### config.mk
export PLATFORM = sky130hd
export DESIGN_NAME = lcg_random_range_generator_unit
export DESIGN_NICKNAME = d
export VERILOG_FILES = /design/src/hw/rtl/lcgr_pkg.sv /design/src/hw/rtl/lcgr_datapath.sv /design/src/hw/rtl/lcgr_controller.sv /design/src/hw/rtl/lcg_random_range_generator_unit.sv
export SDC_FILE = /design/constraint.sdc
export NUM_CORES = 2
export LEC_CHECK = 0
export BUFFER_PORTS_ARGS = -buffer_cell sky130_fd_sc_hd__buf_4
export CORE_UTILIZATION = 40
export DETAILED_ROUTE_END_ITERATION = 16
export GPL_TIMING_DRIVEN = 0
export PLACE_DENSITY = 0.65
export REMOVE_ABC_BUFFERS = 1
export SYNTH_ARGS = -nofsm -noshare
export SYNTH_HDL_FRONTEND = slang
export SYNTH_HIERARCHICAL = 1
export SYNTH_SLANG_ARGS = --single-unit
### constraint.sdc
create_clock -name aclk -period 12.05 [get_ports aclk]
set_input_delay 1.205 -clock aclk [delete_from_list [all_inputs] [get_ports aclk]]
set_output_delay 1.205 -clock aclk [all_outputs]
set_load 0.02 [all_outputs]
### src/hw/rtl/lcgr_pkg.sv
// Shared types, constants and a helper function for the LCG range generator.
`timescale 1ns / 1ps
`default_nettype none

package lcgr_pkg;

    // Generator constants.
    localparam logic [31:0] LCG_MUL   = 32'd16807;
    localparam logic [31:0] LCG_ADD   = 32'h7fff_ffff;
    localparam logic [63:0] ROUND_UP  = 64'h0000_0000_7fff_ffff;
    localparam int          MAP_SHIFT = 31;

    // Stream widths.
    localparam int S_TDATA_W = 96;
    localparam int S_TUSER_W = 2;
    localparam int M_TDATA_W = 64;

    // Request codes carried on s_tuser.
    typedef enum logic [1:0] {
        REQ_RESEED = 2'd0,
        REQ_INCL   = 2'd1,
        REQ_EXCL   = 2'd2,
        REQ_NONE   = 2'd3
    } req_t;

    // Commands from the controller to the datapath.
    typedef struct packed {
        logic load;     // capture the request and load the seed if needed
        logic step;     // advance the generator once
        logic mul;      // form the range product
        logic finish;   // form the result and load the output register
    } cmd_t;

    // Status from the datapath to the controller.
    typedef struct packed {
        req_t req;      // request held for the transaction in flight
        logic seeded;   // generator has been seeded since reset
    } status_t;

    // One generator step, modulo 2^32.
    function automatic logic [31:0] lcg_advance(input logic [31:0] s);
        logic [63:0] full;
        full = 64'(s) * 64'(LCG_MUL) + 64'(LCG_ADD);
        return full[31:0];
    endfunction

endpackage

`default_nettype wire

### src/hw/rtl/lcgr_datapath.sv
// Datapath: generator state, range setup, range multiply and result register.
`timescale 1ns / 1ps
`default_nettype none

module lcgr_datapath (
    input  wire logic                    aclk,
    input  wire logic                    aresetn,
    input  wire lcgr_pkg::cmd_t          cmd,
    output lcgr_pkg::status_t            status,
    input  wire logic [1:0]              req_in,
    input  wire logic [95:0]             req_data,   // seed_value, range_low, range_high
    input  wire logic                    cfg_we,
    input  wire logic [31:0]             cfg_data,
    output logic [31:0]                  value_out,
    output logic [30:0]                  raw_out
);
    import lcgr_pkg::*;

    // Request fields.
    req_t        req_in_t;
    logic [31:0] seed_in;
    logic [31:0] low_in;
    logic [31:0] high_in;

    assign req_in_t = req_t'(req_in);
    assign seed_in  = req_data[31:0];
    assign low_in   = req_data[63:32];
    assign high_in  = req_data[95:64];

    // Architectural state.
    logic [31:0] state_reg, state_next;
    logic        seeded_reg, seeded_next;
    logic [31:0] reset_seed_reg, reset_seed_next;

    // Per-transaction registers.
    req_t        req_reg, req_next;
    logic [31:0] low_reg, low_next;
    logic [32:0] mag_reg, mag_next;
    logic        neg_reg, neg_next;
    logic [30:0] raw_reg, raw_next;
    logic [63:0] prod_reg, prod_next;
    logic [31:0] value_reg, value_next;
    logic [30:0] raw_out_reg, raw_out_next;

    // Span setup: exact 34-bit difference of the bounds.
    logic signed [33:0] diff;
    logic signed [33:0] span_incl;
    logic signed [33:0] span_neg;

    assign diff      = $signed({{2{high_in[31]}}, high_in}) - $signed({{2{low_in[31]}}, low_in});
    assign span_incl = diff + 34'sd1;
    assign span_neg  = -span_incl;

    always_comb begin
        mag_next = mag_reg;
        neg_next = neg_reg;
        if (cmd.load) begin
            case (req_in_t)
                REQ_INCL: begin
                    if (span_incl > 34'sd0) begin
                        mag_next = span_incl[32:0];
                        neg_next = 1'b0;
                    end else begin
                        mag_next = span_neg[32:0];
                        neg_next = 1'b1;
                    end
                end
                REQ_EXCL: begin
                    mag_next = (diff > 34'sd0) ? diff[32:0] : 33'd0;
                    neg_next = 1'b0;
                end
                default: begin
                    mag_next = 33'd0;
                    neg_next = 1'b0;
                end
            endcase
        end
    end

    // Generator state: load on a reseed or on the first draw, step on command.
    always_comb begin
        state_next      = state_reg;
        seeded_next     = seeded_reg;
        reset_seed_next = cfg_we ? cfg_data : reset_seed_reg;
        if (cmd.load) begin
            if (req_in_t == REQ_RESEED) begin
                state_next  = (seed_in == 32'd0) ? 32'd1 : seed_in;
                seeded_next = 1'b1;
            end else if ((req_in_t inside {REQ_INCL, REQ_EXCL}) && !seeded_reg) begin
                state_next  = reset_seed_reg;
                seeded_next = 1'b1;
            end
        end else if (cmd.step) begin
            state_next = lcg_advance(state_reg);
        end
    end

    // Request capture.
    assign req_next = cmd.load ? req_in_t : req_reg;
    assign low_next = cmd.load ? low_in : low_reg;

    // Range multiply: the only full-width span is 2^32, which is a shift.
    logic [30:0] raw_cur;
    logic [62:0] prod_mul;

    assign raw_cur  = state_reg[31:1];
    assign prod_mul = 63'(raw_cur) * 63'(mag_reg[31:0]);

    always_comb begin
        raw_next  = raw_reg;
        prod_next = prod_reg;
        if (cmd.mul) begin
            raw_next  = raw_cur;
            prod_next = mag_reg[32] ? {1'b0, raw_cur, 32'd0} : {1'b0, prod_mul};
        end
    end

    // Result: round for the reversed form, shift, and add to or subtract from the low bound.
    logic [63:0] rounded;
    logic [31:0] quot;

    assign rounded = prod_reg + (neg_reg ? ROUND_UP : 64'd0);
    assign quot    = rounded[MAP_SHIFT+31:MAP_SHIFT];

    always_comb begin
        value_next   = value_reg;
        raw_out_next = raw_out_reg;
        if (cmd.finish) begin
            if (req_reg inside {REQ_INCL, REQ_EXCL}) begin
                value_next   = neg_reg ? (low_reg - quot) : (low_reg + quot);
                raw_out_next = raw_reg;
            end else begin
                value_next   = 32'd0;
                raw_out_next = 31'd0;
            end
        end
    end

    // Control state.
    always_ff @(posedge aclk) begin
        if (!aresetn) begin
            state_reg      <= 32'd1;
            seeded_reg     <= 1'b0;
            reset_seed_reg <= 32'd1;
            req_reg        <= REQ_NONE;
        end else begin
            state_reg      <= state_next;
            seeded_reg     <= seeded_next;
            reset_seed_reg <= reset_seed_next;
            req_reg        <= req_next;
        end
    end

    // Payload registers.
    always_ff @(posedge aclk) begin
        low_reg     <= low_next;
        mag_reg     <= mag_next;
        neg_reg     <= neg_next;
        raw_reg     <= raw_next;
        prod_reg    <= prod_next;
        value_reg   <= value_next;
        raw_out_reg <= raw_out_next;
    end

    assign status.req    = req_reg;
    assign status.seeded = seeded_reg;
    assign value_out     = value_reg;
    assign raw_out       = raw_out_reg;

endmodule

`default_nettype wire

### src/hw/rtl/lcgr_controller.sv
// Controller: sequences each request and owns the stream handshakes.
`timescale 1ns / 1ps
`default_nettype none

module lcgr_controller (
    input  wire logic                    aclk,
    input  wire logic                    aresetn,
    input  wire logic                    s_tvalid,
    output logic                         s_tready,
    input  wire logic [1:0]              req_in,
    output logic                         m_tvalid,
    input  wire logic                    m_tready,
    output lcgr_pkg::cmd_t               cmd,
    input  wire lcgr_pkg::status_t       status
);
    import lcgr_pkg::*;

    typedef enum logic [4:0] {
        ST_IDLE     = 5'b00001,
        ST_SEED_ADV = 5'b00010,
        ST_ADV      = 5'b00100,
        ST_MUL      = 5'b01000,
        ST_FIN      = 5'b10000
    } ctrl_state_t;

    ctrl_state_t state_reg, state_next;
    logic        out_valid_reg, out_valid_next;
    logic        accept;
    logic        out_free;
    req_t        req_in_t;

    assign req_in_t = req_t'(req_in);
    assign s_tready = (state_reg == ST_IDLE);
    assign accept   = s_tvalid && s_tready;
    assign out_free = !out_valid_reg || m_tready;

    // Next state and commands.
    always_comb begin
        state_next = state_reg;
        cmd        = '0;
        case (state_reg)
            ST_IDLE: begin
                if (accept) begin
                    cmd.load = 1'b1;
                    case (req_in_t)
                        REQ_RESEED: state_next = ST_ADV;
                        REQ_INCL, REQ_EXCL: begin
                            state_next = status.seeded ? ST_ADV : ST_SEED_ADV;
                        end
                        default: state_next = ST_FIN;
                    endcase
                end
            end
            ST_SEED_ADV: begin
                cmd.step   = 1'b1;
                state_next = ST_ADV;
            end
            ST_ADV: begin
                cmd.step   = 1'b1;
                state_next = (status.req == REQ_RESEED) ? ST_FIN : ST_MUL;
            end
            ST_MUL: begin
                cmd.mul    = 1'b1;
                state_next = ST_FIN;
            end
            ST_FIN: begin
                if (out_free) begin
                    cmd.finish = 1'b1;
                    state_next = ST_IDLE;
                end
            end
            default: state_next = ST_IDLE;
        endcase
    end

    // Output valid: set when a result is loaded, cleared when it is taken.
    always_comb begin
        if (cmd.finish) begin
            out_valid_next = 1'b1;
        end else if (m_tready) begin
            out_valid_next = 1'b0;
        end else begin
            out_valid_next = out_valid_reg;
        end
    end

    always_ff @(posedge aclk) begin
        if (!aresetn) begin
            state_reg     <= ST_IDLE;
            out_valid_reg <= 1'b0;
        end else begin
            state_reg     <= state_next;
            out_valid_reg <= out_valid_next;
        end
    end

    assign m_tvalid = out_valid_reg;

endmodule

`default_nettype wire

### src/hw/rtl/lcg_random_range_generator_unit.sv
// Top level of the LCG range generator: controller, datapath and stream ports.
// Each request runs through the controller states: an unused request code goes to FIN,
// a reseed through ADV and FIN, a draw through ADV, MUL and FIN, and the first draw after
// reset when not yet seeded through SEED_ADV first; FIN waits until the output is free.
// One request at a time: a new request can be taken in the cycle after the previous
// result is loaded. The steps are the generator step, the range multiply and the result add or subtract.
// Reset (aresetn low, synchronous) sets the state to 1, clears the seeded flag and
// sets the reset seed register to 1.
`timescale 1ns / 1ps
`default_nettype none

module lcg_random_range_generator_unit (
    input  wire logic                              aclk,
    input  wire logic                              aresetn,
    // Input stream.
    input  wire logic                              s_tvalid,
    output logic                                   s_tready,
    input  wire logic [lcgr_pkg::S_TDATA_W-1:0]    s_tdata,  // seed_value, range_low, range_high
    input  wire logic [lcgr_pkg::S_TUSER_W-1:0]    s_tuser,  // req_type
    // Result stream.
    output logic                                   m_tvalid,
    input  wire logic                              m_tready,
    output logic [lcgr_pkg::M_TDATA_W-1:0]         m_tdata,  // value, raw_draw, one zero bit
    // Configuration write channel (reset_seed).
    input  wire logic                              cfg_wvalid,
    output logic                                   cfg_wready,
    input  wire logic [31:0]                       cfg_wdata
);
    import lcgr_pkg::*;

    cmd_t        cmd;
    status_t     status;
    logic [31:0] value;
    logic [30:0] raw_draw;

    assign cfg_wready = 1'b1;

    lcgr_controller u_ctrl (
        .aclk     (aclk),
        .aresetn  (aresetn),
        .s_tvalid (s_tvalid),
        .s_tready (s_tready),
        .req_in   (s_tuser),
        .m_tvalid (m_tvalid),
        .m_tready (m_tready),
        .cmd      (cmd),
        .status   (status)
    );

    lcgr_datapath u_dp (
        .aclk      (aclk),
        .aresetn   (aresetn),
        .cmd       (cmd),
        .status    (status),
        .req_in    (s_tuser),
        .req_data  (s_tdata),
        .cfg_we    (cfg_wvalid && cfg_wready),
        .cfg_data  (cfg_wdata),
        .value_out (value),
        .raw_out   (raw_draw)
    );

    assign m_tdata = {1'b0, raw_draw, value};

endmodule

`default_nettype wire

==> flow_summary.yaml <==
global_routing:
  grt_pass1_vias: 46800
  antenna_found_initial: 11
  grt_max_degree: 101
  grt.total_usage: 0.236
  grt_pass1_wl_mm: 266
  grt-ovfl-total: 0
setup_path:
  cpMostUsedCell: "fa_1"
  end_kind: "flip-flop"
  r2r_cells: 30
  crit_family: "adder cells"
  critPathArrivalTime_ns: 10.38
  crit_required_ns: 12.39
  worst-path-buf-inv: 6
  slowest_delay_ns: 0.96
  timing.rr.start: "u_dp/mag_reg[20]"
  r2r_end: "u_dp/prod_reg[62]"
  path_class: "flip-flop to flip-flop"
  cp_slowest_cell: "edfxtp_1"
  r2r_slack_ns: 2.01
  crit_fanout: 16
  startpoint_type: "flip-flop"
hold_path:
  hp-class: "flip-flop to flip-flop"
  hp-start: "u_dp/reset_seed_reg[0]"
  holdPathStages: 2
  min_to: "u_dp/reset_seed_reg[0]"
clock_tree:
  postCtsHoldBufs: 0
  cts_made_buffers: 36
  cts_setup_buffers: 0
  clk_pin_slew_worst_paths_ns: 0.06
  clkSinkCount: 296
  h-tree-depth: 2
  root_buffer: "clkbuf_16"
  cts_tree: "built"
  cts_resized: 0
  clock_path_buffers: 3
  insertion_delay_ns: 0.61
timing:
  setup_viol: 0
  min_period_ns: 10.04
  hold_viol: 0
  rsz0062_at_grt: "no"
  final_max_slew_viol_count: 1
  tightest_slew_ns: 1.50
  maxSlewHeadroom: -0.000374
  setup_tns_ns: 0
  period_share: 0.834
  finClkSkew_ns: 0.0683
  whs_ns: 0.492
  timing.fmax_ghz: 0.0996
finish:
  fin_nets: 7850
  area_growth_pct: 9.93
  largest_reg_flops: 63
  final_cells: 8136
  drive_above_1_share: 0.0694
drt:
  first_pass_iters: 8
  vias_per_cell: 5.40
  drc: 0
  drt-total-wl_mm: 167
  wl_per_cell_um: 20.5
  num_vias: 44000
  drtAntennaViolNets: 0
  drtIter0Drc: 3247
place:
  dp_cells: 8065
  port_buffers: 199
  hpwl_mm: 135
  gp_congestion: 0.911
floorplan:
  start_util: 0.404
  die_area_um2: 145000
  pin_count: 202
  die_height_um: 380
  coreArea_um2: 142000
  num_rows: 138
  dieWidth_um: 380
logic_synthesis:
  synth_warnings: 6
  synth.distinct_cells: 108
  synth_seq_area_share: 0.142
  ys.flop_type: "edfxtp_1"
  yosys.area.top_type: "fa_1"
  ys_seq_elements: 296
  synth_edf_count: 223
  synth.avg_cell_area_um2: 9.21
  synthCells: 6214
  netlist_area_um2: 57300
  synth.area.top_cells: "fa_1 35%, edfxtp_1 12%, ha_1 11%"
  synth_top_area_frac: 0.351
  async_flop_share: 0
status:
  status: "finished with violations"
  violations: "capacitance limit, slew limit"
run:
  drv_cap: 1
-- worst reg2reg max path, delay by kind of cell, from the launching register on --
kind,cells,cell delay (ns)
buf+inv,6,0.56
compound gates,10,2.97
simple gates,3,0.35
mux,1,0.27
xor+xnor,1,0.10
fa+ha+maj,9,4.58
flops,1,0.96
-- Yosys cell counts, types with 9 or more instances --
| master | number |
|---|---|
| nor2_1 | 194 |
| o31ai_1 | 19 |
| o22ai_1 | 13 |
| a211oi_1 | 21 |
| clkbuf_1 | 286 |
| nand2b_1 | 23 |
| nor2b_1 | 56 |
| xnor2_1 | 158 |
| o211ai_1 | 22 |
| o21ai_0 | 136 |
| a22oi_1 | 11 |
| a31oi_1 | 24 |
| mux2i_1 | 45 |
| or4_1 | 10 |
| xor2_1 | 75 |
| buf_2 | 10 |
| nand3_1 | 69 |
| nor4_1 | 26 |
| edfxtp_1 | 223 |
| o211a_1 | 21 |
| buf_1 | 10 |
| o21ai_1 | 10 |
| a21boi_0 | 13 |
| inv_1 | 1202 |
| nand2_1 | 742 |
| and4_1 | 11 |
| or3_1 | 37 |
| o21a_1 | 26 |
| fa_1 | 1005 |
| o21bai_1 | 32 |
| nor3_1 | 72 |
| dfxtp_1 | 73 |
| nand4_1 | 38 |
| a221oi_1 | 19 |
| ha_1 | 494 |
| and3_1 | 33 |
| a211o_1 | 9 |
| or2_2 | 16 |
| a221o_1 | 9 |
| and2_1 | 505 |
| a32o_1 | 11 |
| a21oi_1 | 177 |
| a21o_1 | 84 |
-- layout by cell type, fill, tap and decap left out, drive strengths merged, types with 23 or more instances in the layout --
cell type	count
xor2	75
nand2	742
a21oi	177
xnor2	160
nand3	69
o21ai	147
nor2	195
nor2b	56
buf	278
nor4	30
o21a	27
nor3	74
mux2i	45
and2	505
nand2b	23
o21bai	33
a31oi	25
ha	494
dfxtp	73
clkbuf	49
a21o	85
nand4	41
fa	1005
and3	36
inv	1205
edfxtp	223
or3	37
-- per-stage QoR --
| step | instance area (um^2) | setup slack [ns] | utilization |
|---|---|---|---|
| CTS | 62900 | 2.14 | 0.444 |
| floorplan | 56000 | 3.86 | - |
| global placement | 59900 | 1.25 | 0.422 |
| detailed placement | 61700 | 2.21 | 0.436 |
| global route | 62900 | 1.69 | 0.444 |
| finish | 62900 | 2.01 | 0.444 |
-- layer usage --
layer	GRT usage	vias up	share of wire
met3	0.0410	331	0.081
met2	0.388	1703	0.47
met5	0	-	0.00014
li1	-	19600	-
met4	0.0861	4	0.041
met1	0.310	22300	0.41
-- worst max path at each step --
stage | cells after the start | slack (ns) | startpoint | endpoint
4_1_cts | 30 | 2.14 | u_dp/mag_reg[20] | u_dp/prod_reg[62]
3_3_place_gp | 29 | 1.25 | u_dp/state_reg[8] | u_dp/prod_reg[62]
2_1_floorplan | 29 | 3.86 | u_dp/state_reg[8] | u_dp/prod_reg[62]
6_report | 30 | 2.01 | u_dp/mag_reg[20] | u_dp/prod_reg[62]
3_5_place_dp | 30 | 2.21 | u_dp/mag_reg[20] | u_dp/prod_reg[62]
5_1_grt | 29 | 1.69 | u_dp/mag_reg[20] | u_dp/prod_reg[62]
-- cell families after synthesis --
logic type / after synthesis / synth area share
AND/OR/NAND/NOR: 1874 / 0.164
buffers and inverters: 1517 / 0.100
adder cells (fa/ha/maj): 1499 / 0.459
AO/OA/AOI/OAI: 742 / 0.0884
flip-flops: 296 / 0.142
XOR/XNOR: 235 / 0.0364
multiplexers: 49 / 0.00865
other: 2 / 0.000131
-- area by class of cell --
class | instances | area (um^2)
clock inverter | 16 | 156
antenna | 3 | 7.51
sequential | 296 | 8200
tap | 1890 | 2360
timing repair buffer | 278 | 3330
inverter | 1203 | 4520
clock buffer | 49 | 970
fill | 13500 | 78800
multi-input combinational | 4401 | 43400
Power is left out: the tool's default activity adds up to more than one toggle a clock period on the data nets, which glitch-free logic cannot reach.
